===== config.mk =====
export PLATFORM = sky130hd
export DESIGN_NAME = prl_decide
export DESIGN_NICKNAME = d
export VERILOG_FILES = /design/src/rtl/prl_pkg.sv /design/src/rtl/prl_decide.sv
export SDC_FILE = /design/constraint.sdc
export NUM_CORES = 1
export LEC_CHECK = 0
export ABC_CLOCK_PERIOD_IN_PS = 5000
export CORE_UTILIZATION = 35
export DETAILED_ROUTE_END_ITERATION = 6
export DONT_BUFFER_PORTS = 1
export GPL_ROUTABILITY_DRIVEN = 0
export PLACE_DENSITY = 0.46
export SETUP_SLACK_MARGIN = 0.3
export SLEW_MARGIN = 30
export SYNTH_ARGS = -nofsm -noshare
export SYNTH_HDL_FRONTEND = slang
export SYNTH_SLANG_ARGS = --single-unit

===== constraint.sdc =====
create_clock -name vclk -period 5
set_clock_uncertainty 0.05 [all_clocks]
set_input_delay 0.5 -clock vclk [all_inputs]
set_output_delay 0.5 -clock vclk [all_outputs]
set_load 0.02 [all_outputs]

===== src/rtl/prl_pkg.sv =====
// Shared types and constants for the per-address rate limiter.
// No dependencies; used by every module of the block.
`default_nettype none

package prl_pkg;

    // Table geometry
    localparam int TABLE_ENTRIES = 64;
    localparam int IDX_W         = $clog2(TABLE_ENTRIES);
    localparam int CNT_W         = IDX_W + 1;

    // Field widths
    localparam int HALF_W  = 64;
    localparam int KEY_W   = 2 * HALF_W;
    localparam int TIME_W  = 32;
    localparam int CFG_W   = 16;
    localparam int CIDX_W  = 2;
    localparam int VIOL_W  = 8;
    localparam int STAT_W  = 3;
    localparam int MULT_W  = VIOL_W + 1;
    localparam int PROD_W  = CFG_W + MULT_W;

    // Register reset values
    localparam logic [CFG_W-1:0] WINDOW_RESET = CFG_W'(60);
    localparam logic [CFG_W-1:0] LIMIT_RESET  = CFG_W'(100);
    localparam logic [CFG_W-1:0] STEP_RESET   = CFG_W'(300);

    // Configuration register indexes
    localparam logic [CIDX_W-1:0] CFG_WINDOW = CIDX_W'(0);
    localparam logic [CIDX_W-1:0] CFG_LIMIT  = CIDX_W'(1);
    localparam logic [CIDX_W-1:0] CFG_STEP   = CIDX_W'(2);

    // Result status codes
    typedef enum logic [STAT_W-1:0] {
        ST_NEW      = 3'd0,
        ST_BLOCKED  = 3'd1,
        ST_RESET    = 3'd2,
        ST_NEWBLOCK = 3'd3,
        ST_COUNTED  = 3'd4,
        ST_FULL     = 3'd5
    } status_t;

    // Sequencer states
    typedef enum logic [1:0] {
        S_IDLE,
        S_SCAN,
        S_MUL,
        S_UPD
    } state_t;

    // Per-entry tracking data, held in the data memory
    typedef struct packed {
        logic [TIME_W-1:0] win_origin;
        logic [CFG_W-1:0]  req_tally;
        logic [TIME_W-1:0] block_end;
        logic [VIOL_W-1:0] violations;
    } entry_t;

    // Update decision handed from the decision logic to the table
    typedef struct packed {
        logic              data_we;
        logic              key_we;
        entry_t            data;
        logic              allowed;
        status_t           status;
        logic [VIOL_W-1:0] offence;
    } decision_t;

endpackage

`default_nettype wire


===== src/rtl/prl_decide.sv =====
// Decision logic for one request: chooses the status and the entry write-back.
// Depends on prl_pkg.
`default_nettype none

module prl_decide (
    input  wire logic                          hit,
    input  wire logic                          free_found,
    input  wire prl_pkg::entry_t               hit_data,
    input  wire logic [prl_pkg::TIME_W-1:0]    now,
    input  wire logic                          blk_flag,
    input  wire logic                          exp_flag,
    input  wire logic                          lim_flag,
    input  wire logic [prl_pkg::PROD_W-1:0]    prod,
    output prl_pkg::decision_t                 dec
);

    logic [prl_pkg::TIME_W:0]   end_sum;
    logic [prl_pkg::TIME_W-1:0] end_sat;
    logic [prl_pkg::VIOL_W-1:0] viol_sat;

    // Block end time, saturated at the maximum
    assign end_sum = {1'b0, now} + (prl_pkg::TIME_W + 1)'(prod);
    assign end_sat = end_sum[prl_pkg::TIME_W] ? {prl_pkg::TIME_W{1'b1}}
                                              : end_sum[prl_pkg::TIME_W-1:0];
    assign viol_sat = (&hit_data.violations) ? hit_data.violations
                                             : hit_data.violations + 1'b1;

    // Select the outcome in priority order
    always_comb begin
        dec         = '0;
        dec.data    = hit_data;
        dec.allowed = 1'b1;
        dec.status  = prl_pkg::ST_FULL;
        dec.offence = hit_data.violations;
        if (!hit) begin
            dec.offence = '0;
            if (free_found) begin
                dec.data_we         = 1'b1;
                dec.key_we          = 1'b1;
                dec.data.win_origin = now;
                dec.data.req_tally  = prl_pkg::CFG_W'(1);
                dec.data.block_end  = '0;
                dec.data.violations = '0;
                dec.status          = prl_pkg::ST_NEW;
            end
        end else if (blk_flag) begin
            dec.allowed = 1'b0;
            dec.status  = prl_pkg::ST_BLOCKED;
        end else if (exp_flag) begin
            dec.data_we         = 1'b1;
            dec.data.win_origin = now;
            dec.data.req_tally  = prl_pkg::CFG_W'(1);
            dec.status          = prl_pkg::ST_RESET;
        end else if (lim_flag) begin
            dec.data_we         = 1'b1;
            dec.data.block_end  = end_sat;
            dec.data.violations = viol_sat;
            dec.allowed         = 1'b0;
            dec.status          = prl_pkg::ST_NEWBLOCK;
            dec.offence         = viol_sat;
        end else begin
            dec.data_we        = 1'b1;
            dec.data.req_tally = hit_data.req_tally + 1'b1;
            dec.status         = prl_pkg::ST_COUNTED;
        end
    end

endmodule

`default_nettype wire


==> results of run 1 <==
[power groups by stage]
stage	registers [mW]	logic (mW)	clock network (mW)
floorplan	0	0.380	0
global placement	0	0.434	0
detailed placement	0	0.434	0
CTS	0	0.437	0
global route	0	0.480	0
finish	0	0.438	0
[metal layers]
| layer | global-route usage | up-vias |
|---|---|---|
| li1 | - | 1815 |
| met5 | 0 | - |
| met4 | 0.0181 | 0 |
| met1 | 0.259 | 1663 |
| met3 | 0.0176 | 4 |
| met2 | 0.371 | 174 |
[worst max-delay path: stages]
cell and delay [ps]:
sky130_fd_sc_hd__ha_1 230, sky130_fd_sc_hd__fa_1 410, sky130_fd_sc_hd__a21o_1 220, sky130_fd_sc_hd__a221oi_2 410, sky130_fd_sc_hd__o41ai_2 130, sky130_fd_sc_hd__a211o_1 300, sky130_fd_sc_hd__a31oi_4 250, sky130_fd_sc_hd__o31ai_4 150
sky130_fd_sc_hd__buf_4 280, sky130_fd_sc_hd__nor3_1 260, sky130_fd_sc_hd__o21ai_0 120, sky130_fd_sc_hd__buf_4 170
[synth_stat cells (2+ instances only)]
master / instances
sky130_fd_sc_hd__a211o_1: 3
sky130_fd_sc_hd__a211oi_1: 7
sky130_fd_sc_hd__a21o_1: 17
sky130_fd_sc_hd__a21o_2: 2
sky130_fd_sc_hd__a21oi_1: 36
sky130_fd_sc_hd__a22oi_1: 2
sky130_fd_sc_hd__a31oi_1: 6
sky130_fd_sc_hd__a41oi_1: 2
sky130_fd_sc_hd__and2_1: 4
sky130_fd_sc_hd__and2b_1: 2
sky130_fd_sc_hd__and3_1: 11
sky130_fd_sc_hd__and4_1: 2
sky130_fd_sc_hd__buf_2: 2
sky130_fd_sc_hd__buf_6: 8
sky130_fd_sc_hd__clkbuf_1: 11
sky130_fd_sc_hd__dlygate4sd3_1: 2
sky130_fd_sc_hd__ha_1: 27
sky130_fd_sc_hd__inv_1: 11
sky130_fd_sc_hd__mux2_2: 32
sky130_fd_sc_hd__mux2i_1: 4
sky130_fd_sc_hd__nand2_1: 78
sky130_fd_sc_hd__nand2b_1: 2
sky130_fd_sc_hd__nand3_1: 8
sky130_fd_sc_hd__nand4_1: 11
sky130_fd_sc_hd__nor2_1: 32
sky130_fd_sc_hd__nor2b_1: 5
sky130_fd_sc_hd__nor3_1: 13
sky130_fd_sc_hd__o211ai_1: 4
sky130_fd_sc_hd__o21a_1: 5
sky130_fd_sc_hd__o21ai_0: 54
sky130_fd_sc_hd__o21bai_1: 2
sky130_fd_sc_hd__o221ai_1: 12
sky130_fd_sc_hd__o221ai_2: 10
sky130_fd_sc_hd__o22ai_1: 3
sky130_fd_sc_hd__o31ai_1: 2
sky130_fd_sc_hd__o41ai_1: 2
sky130_fd_sc_hd__or2_2: 2
sky130_fd_sc_hd__or3_1: 3
sky130_fd_sc_hd__xnor2_1: 19
sky130_fd_sc_hd__xor2_1: 11
[layout make-up]
cell class                      instances  area share
Multi-Input combinational cell        450       0.923
Tap cell                              111      0.0410
Timing Repair Buffer                    8      0.0236
Inverter                               11      0.0122
[cell usage in the layout (no fill, tap or decap), types with 4 or more instances in the layout]
master,synthesis,routed
sky130_fd_sc_hd__nor2b_1,5,5
sky130_fd_sc_hd__buf_4,1,7
sky130_fd_sc_hd__and2_1,4,4
sky130_fd_sc_hd__mux2i_1,4,4
sky130_fd_sc_hd__o211ai_1,4,4
sky130_fd_sc_hd__and3_1,11,11
sky130_fd_sc_hd__o221ai_2,10,10
sky130_fd_sc_hd__mux2_2,32,32
sky130_fd_sc_hd__ha_1,27,27
sky130_fd_sc_hd__a21o_1,17,17
sky130_fd_sc_hd__nand2_1,78,78
sky130_fd_sc_hd__nor2_1,32,30
sky130_fd_sc_hd__o21a_1,5,5
sky130_fd_sc_hd__nor3_1,13,13
sky130_fd_sc_hd__nand3_1,8,8
sky130_fd_sc_hd__o221ai_1,12,12
sky130_fd_sc_hd__a31oi_1,6,6
sky130_fd_sc_hd__a21oi_1,36,36
sky130_fd_sc_hd__a211oi_1,7,7
sky130_fd_sc_hd__o21ai_0,54,54
sky130_fd_sc_hd__nand4_1,11,11
sky130_fd_sc_hd__xnor2_1,19,19
sky130_fd_sc_hd__inv_1,11,11
sky130_fd_sc_hd__xor2_1,11,11
[stage by stage]
stage	setup slack (ps)	hold WS (ps)	instance area [um^2]
after floorplan	1490	1100	3320
after global placement	1130	1060	3350
after detailed placement	991	1060	3360
after CTS	974	1060	3360
after global routing	764	1070	3390
final	990	1070	3390
[cell families after synthesis]
family | after synthesis | share of synthesized area
xor gates and xnor gates | 30 | 0.0792
buffers and inverters | 36 | 0.0645
adders and majority gates | 28 | 0.108
AOI/OAI and AO/OA | 181 | 0.385
and+or+nand+nor | 175 | 0.243
muxes | 36 | 0.121
[final timing paths]
path	from	to	slack, ps	cells after the start
worst min-delay path	hit	dec[100]	1070	1
worst max-delay path	now[0]	dec[42]	990	12
==> out/results.txt, run 1 <==
The worst path in the final design needs a cycle of 4010 ps, including I/O delays and setup. In this run the top signal layer used is met4. In the routed layout, each cell is associated on average with a via count of 6.30. The chip height came out at 99.4 um. The wire-length estimate of the detail-placed layout is 8700 um. The logs give 0.442 for the worst slew margin relative to its limit and 252 for the number of top-level design ports.

The run gives 0.249 GHz as the maximum frequency from static timing analysis. After layout, the clock buffer instance count stands at 0. The run gives 91 as the number of design-rule violations left by the first detailed-router iteration. Dividing the synthesized area by the synthesized cell count gives 6.82 um^2. Number of antenna repair diodes: 0.

Summed over all cells, the static leakage comes to 1.36 nW. The worst setup path is launched from an input port. The count of endpoints failing setup in the final report was 0; the cell area after synthesis was 3320 um^2. The clock group share of total power came out at 0. The count of different cell masters after synthesis came out at 57. The number of max-slew violations in the final report was 0. For this run, design rule violations remaining after detail routing come to 0. The total power per unit cell area was 129 nW/um^2. Internal power comes to 157 uW.

In this run the remaining antenna-violating nets after routing total 0. The final-report hold violation count was 0. The tool flagged a number of max-cap violations equal to 0.

Post-CTS repair changed the size of 0 cells. For the global-route usage over all layers, the log shows 0.200. In this run, post-CTS hold repair placed 0 buffers. The fraction of power consumed by sequential logic was 0; the proportion of layout cells with a drive suffix above 1 was 0.139. Registers take 0 um^2. After the last flow step, the layout net total stands at 649. The fraction of post-synthesis cell area in the top cell type by area works out to 0.109. Data arrives at the worst endpoint at 3460 ps. The combinational share of power was 1.000; the switching share of power was 0.642. The run gives 0 as the post-CTS setup-driven buffer insertion count. Overall power consumption after layout is estimated at 438 uW. The peak supply drop was 0.0460 mV; the post-synthesis net count was 664.

The post-placement cell count was 579; the via count of the first global-routing pass was 3359. After routing, the total negative slack on setup checks comes to 0 ps. The logs give 35 for the number of rows created at floorplan and 684 um for the met3 wire length. Path type of the worst setup path: in2out. The tools report the total number of vias as 3656.

STA classifies the critical path endpoint as an output port. The starting density of the core was 0.361. The pre-antenna-repair detailed-routing pass consisted of 4 iterations.

Number of cells in the finished layout apart from fillers: 580. The die covers 9870 um^2. Worst min-delay path category: in2out. Synthesis produced 486 cells.

The data required time of the critical path is 4450 ps, and the sequential area share after synthesis is 0. The width of the chip came out at 99.4 um. The routed design uses 5310 um of met2 wire.

Compared with the post-synthesis result, the final layout area differs by 2.19%. The core region area is 9200 um^2. The largest area contributor in the netlist is sky130_fd_sc_hd__mux2_2. The first global-routing pass estimated 16600 um of wire. Summed over all layers, the global routing overflow is 0. The design has 0 sequential cells.

At the pin with the least slew margin, the transition time is 832 ps. The flow ran to the end, and the final reports show no timing, DRC or antenna violations. The tools report the number of antenna violations at the first check in global routing as 0.

Entering global routing, the biggest net connects 41 pins. Setup repair after global routing left no endpoint under its margin. By area the synthesized netlist is led by sky130_fd_sc_hd__mux2_2, sky130_fd_sc_hd__ha_1, sky130_fd_sc_hd__nand2_1, sky130_fd_sc_hd__o21ai_0, sky130_fd_sc_hd__a21oi_1.

The worst-path maximum fanout was 18. In the final layout, the multi-input gates occupy 3130 um^2. The quantity of I/O buffers inserted on ports was 0; the core occupancy in the finished layout was 0.369. Detailed-route wire length: 10800 um. In the final routing, the length of wire on met1 measures 4780 um. The final critical-path share of the clock period was 0.802; the switching power total was 281 uW.

The final routed wire length divided by cell count works out to 18.7 um. The logs give 1007 for the number of fill cells in the layout and 0 for the number of warning messages in the yosys log.
Power figures use the tool's default switching activity.
==> inputs of run 2 (changes only) <==
- ABC_AREA: unset -> 1
- ABC_CLOCK_PERIOD_IN_PS: 5000 -> 4100
- clock period: 5 -> 4.1 ns (I/O delays scaled with it)
==> run 2 against run 1 <==
Against the previous run:
- utilization is 1.2 points higher
- power up 45%
- cell count increased by 79%
- die area up 32%
- hold slack worse by 150 ps
- design area up 36%
- routed wire length grew 43%
- flip-flop and latch count unchanged
- highest routed layer unchanged
==> out/results.txt, run 2 <==
The number of rows created at floorplan was 40 (was 35); the data required time of the critical path was 3640 ps (was 4450 ps). For the global-route usage over all layers, the log shows 0.225 (was 0.200). The tools report the count of different cell masters after synthesis as 46 (was 57).

The run finished with clean final reports. The final critical-path share of the clock period was 0.754. The core region area was 12100 um^2 (was 9200 um^2); the area of the die was 13000 um^2 (was 9870 um^2). The sequential area share after synthesis came out at 0 (unchanged).

The total power after layout was 637 uW (was 438 uW). The chip height was 114 um (was 99.4 um); the via count of the first global-routing pass was 4880 (was 3359). The fraction of post-synthesis cell area in the top cell type by area was 0.265 (was 0.109). The run gives 0 (unchanged) as the final-report hold violation count. Pin count of the biggest net entering global routing: 35 (was 41). The run gives 0 (unchanged) as the count of endpoints failing setup in the final report. The tools report the number of fill cells in the layout as 1463 (was 1007). The master of the slowest instance on the critical path is sky130_fd_sc_hd__a21oi_4 (was sky130_fd_sc_hd__fa_1). The tools report the total number of vias as 5334 (was 3656). The largest incremental delay on the critical path works out to 480 ps (was 410 ps). The run gives 433 (was 91) as the number of design-rule violations left by the first detailed-router iteration. The largest area contributor in the netlist was sky130_fd_sc_hd__nand2_1 (was sky130_fd_sc_hd__mux2_2).

The tools report the number of optimization iterations in the first detailed-route pass as 6 (was 4). The average via count per standard cell is 5.14 (was 6.30), and the post-CTS resize count is 0 (unchanged). The quantity of I/O buffers inserted on ports was 0 (unchanged).

The starting density of the core is 0.362 (was 0.361), and the hold buffer count at CTS is 0 (unchanged). Critical Path, Cell by Cell: ha_1, fa_1, nand2_1, nand2_1, nand3_2, nand2_2, nand2_2, nand3_2, a21oi_4, nand3_2, nand2_1, nand2_1 (was ha_1, fa_1, a21o_1, a221oi_2, o41ai_2, a211o_1, a31oi_4, o31ai_4, buf_4, nor3_1, o21ai_0, buf_4). The most frequent standard cell in the layout excluding fill and tap cells was sky130_fd_sc_hd__nand2_1 (unchanged). The run gives 0 um^2 (unchanged) as the sequential cell area.

The mean post-synth cell area works out to 5.02 um^2 (was 6.82 um^2). For the sequential cell count, the log shows 0 (unchanged). The peak supply drop is 0.0571 mV (was 0.0460 mV).

Number of warning messages in the yosys log: 0 (unchanged). The critical path endpoint category is an output port (unchanged). The logs give 0 (unchanged) for the post-CTS setup-driven buffer insertion count and 0 (unchanged) for the number of antenna violations at the first check in global routing.

The proportion of layout cells with a drive suffix above 1 is 0.110 (was 0.139). Commonest cells in the synthesized netlist: sky130_fd_sc_hd__nand2_1, sky130_fd_sc_hd__inv_1, sky130_fd_sc_hd__nor2_1 (was sky130_fd_sc_hd__nand2_1, sky130_fd_sc_hd__o21ai_0, sky130_fd_sc_hd__a21oi_1). The synthesis-to-finish area growth came out at 4.96% (was 2.19%). Cell occurring most often along the worst timing path: sky130_fd_sc_hd__nand2_1 (was sky130_fd_sc_hd__buf_4). The tools report the post-synthesis net count as 1052 (was 664).

The number of top-level design ports was 252 (unchanged). The logs give 0.486 (was 0.442) for the worst slew margin relative to its limit and 0 (unchanged) for the number of DRC violations after detailed routing. The width of the chip was 114 um (was 99.4 um); the number of max-slew violations in the final report was 0 (unchanged). Startpoint class of the critical path: an input port (unchanged).

The instance count of the mapped netlist is 874 (was 486), and the number of nets in the layout is 1050 (was 649). Worst min-delay path category: in2out (unchanged). The slew at the pin closest to its max-slew limit is 762 ps (was 832 ps), and the count of antenna-violating nets left after detailed routing is 0 (unchanged).

For this run, the top clock speed supported by timing is 0.323 GHz. Top library cells by usage in the layout, fill and taps aside: sky130_fd_sc_hd__nand2_1, sky130_fd_sc_hd__inv_1, sky130_fd_sc_hd__nor2_1 (was sky130_fd_sc_hd__nand2_1, sky130_fd_sc_hd__o21ai_0, sky130_fd_sc_hd__a21oi_1). The tools report the cell area after synthesis as 4390 um^2 (was 3320 um^2).

The global route total overflow came out at 0 (unchanged). Detailed placement HPWL: 13400 um (was 8700 um). The number of max-cap violations was 0 (unchanged). The final routed wire length divided by cell count is 15.0 um (was 18.7 um), and the arrival time reported for the critical path endpoint is 2630 ps (was 3460 ps). The detailed-route wire length is 15600 um (was 10800 um). The minimum clock period was 3090 ps. Most frequently used cell type in the post-synthesis netlist: sky130_fd_sc_hd__nand2_1 (unchanged). Total power per unit cell area: 138 nW/um^2 (was 129 nW/um^2). The first-pass GRT wire length came out at 23700 um (was 16600 um). The final sum of negative setup slack came out at 0 ps (unchanged).

The number of antenna repair diodes is 0 (unchanged). Path type of the worst setup path: in2out (unchanged). The clock buffer count in the final layout is 0 (unchanged). Biggest area contributors in the synthesized netlist: sky130_fd_sc_hd__nand2_1, sky130_fd_sc_hd__inv_1, sky130_fd_sc_hd__ha_1, sky130_fd_sc_hd__nor2_1, sky130_fd_sc_hd__o21ai_0 (was sky130_fd_sc_hd__mux2_2, sky130_fd_sc_hd__ha_1, sky130_fd_sc_hd__nand2_1, sky130_fd_sc_hd__o21ai_0, sky130_fd_sc_hd__a21oi_1). The worst-path maximum fanout is 13 (was 18). The leakage power figure is 2.59 nW (was 1.36 nW). Setup repair after global routing left no endpoint under its margin.
-- run 2: path summary, 6_finish.rpt --
path                startpoint  endpoint  slack (ps)  cells after the start
hold / removal    hit_data[21]   dec[33]         920                      2
setup / recovery        now[0]   dec[39]        1010                     12
-- run 2: routing by layer --
layer	wire, um	vias to the layer above	global-route usage
li1	-	2742	-
met1	7210	2339	0.304
met2	7020	247	0.398
met3	1250	6	0.0250
met4	85	0	0.0156
met5	0	-	0
-- run 2: cell families (layout without fill, tap and decap cells) --
| kind of cell | count (synthesis) | count (layout) | synth area share |
|---|---|---|---|
| compound gates | 121 | 121 | 0.159 |
| fa+ha+maj | 28 | 28 | 0.0816 |
| xor+xnor | 15 | 15 | 0.0299 |
| mux | 25 | 25 | 0.0642 |
| simple gates | 508 | 508 | 0.506 |
| buf+inv | 177 | 173 | 0.160 |
-- run 2: power breakdown --
part	internal, mW	switching, mW
combinational	0.190	0.447
sequential	0	0
clock	0	0
-- run 2: worst max-delay path: cells and delay by family --
kind                     cells  cell delay (ps)
AND/OR/NAND/NOR              9             1060
adder cells (fa/ha/maj)      2              680
AO/OA/AOI/OAI                1              480
-- run 2: final cells by class --
type,instances,area [um^2],share of cell area
Timing Repair Buffer,16,120,0.0261
Multi-Input combinational cell,697,3690,0.800
Tap cell,168,210,0.0456
Inverter,157,589,0.128
-- run 2: through the flow --
stage	cells	util	worst slack, ps	cell area, um^2	hold WS [ps]
finish	1038	0.380	1010	4610	923
global route	1038	0.380	806	4610	934
CTS	1038	0.380	983	4610	923
detailed placement	1038	0.380	1000	4610	923
global placement	1038	0.380	1040	4610	922
floorplan	874	-	1520	4390	918
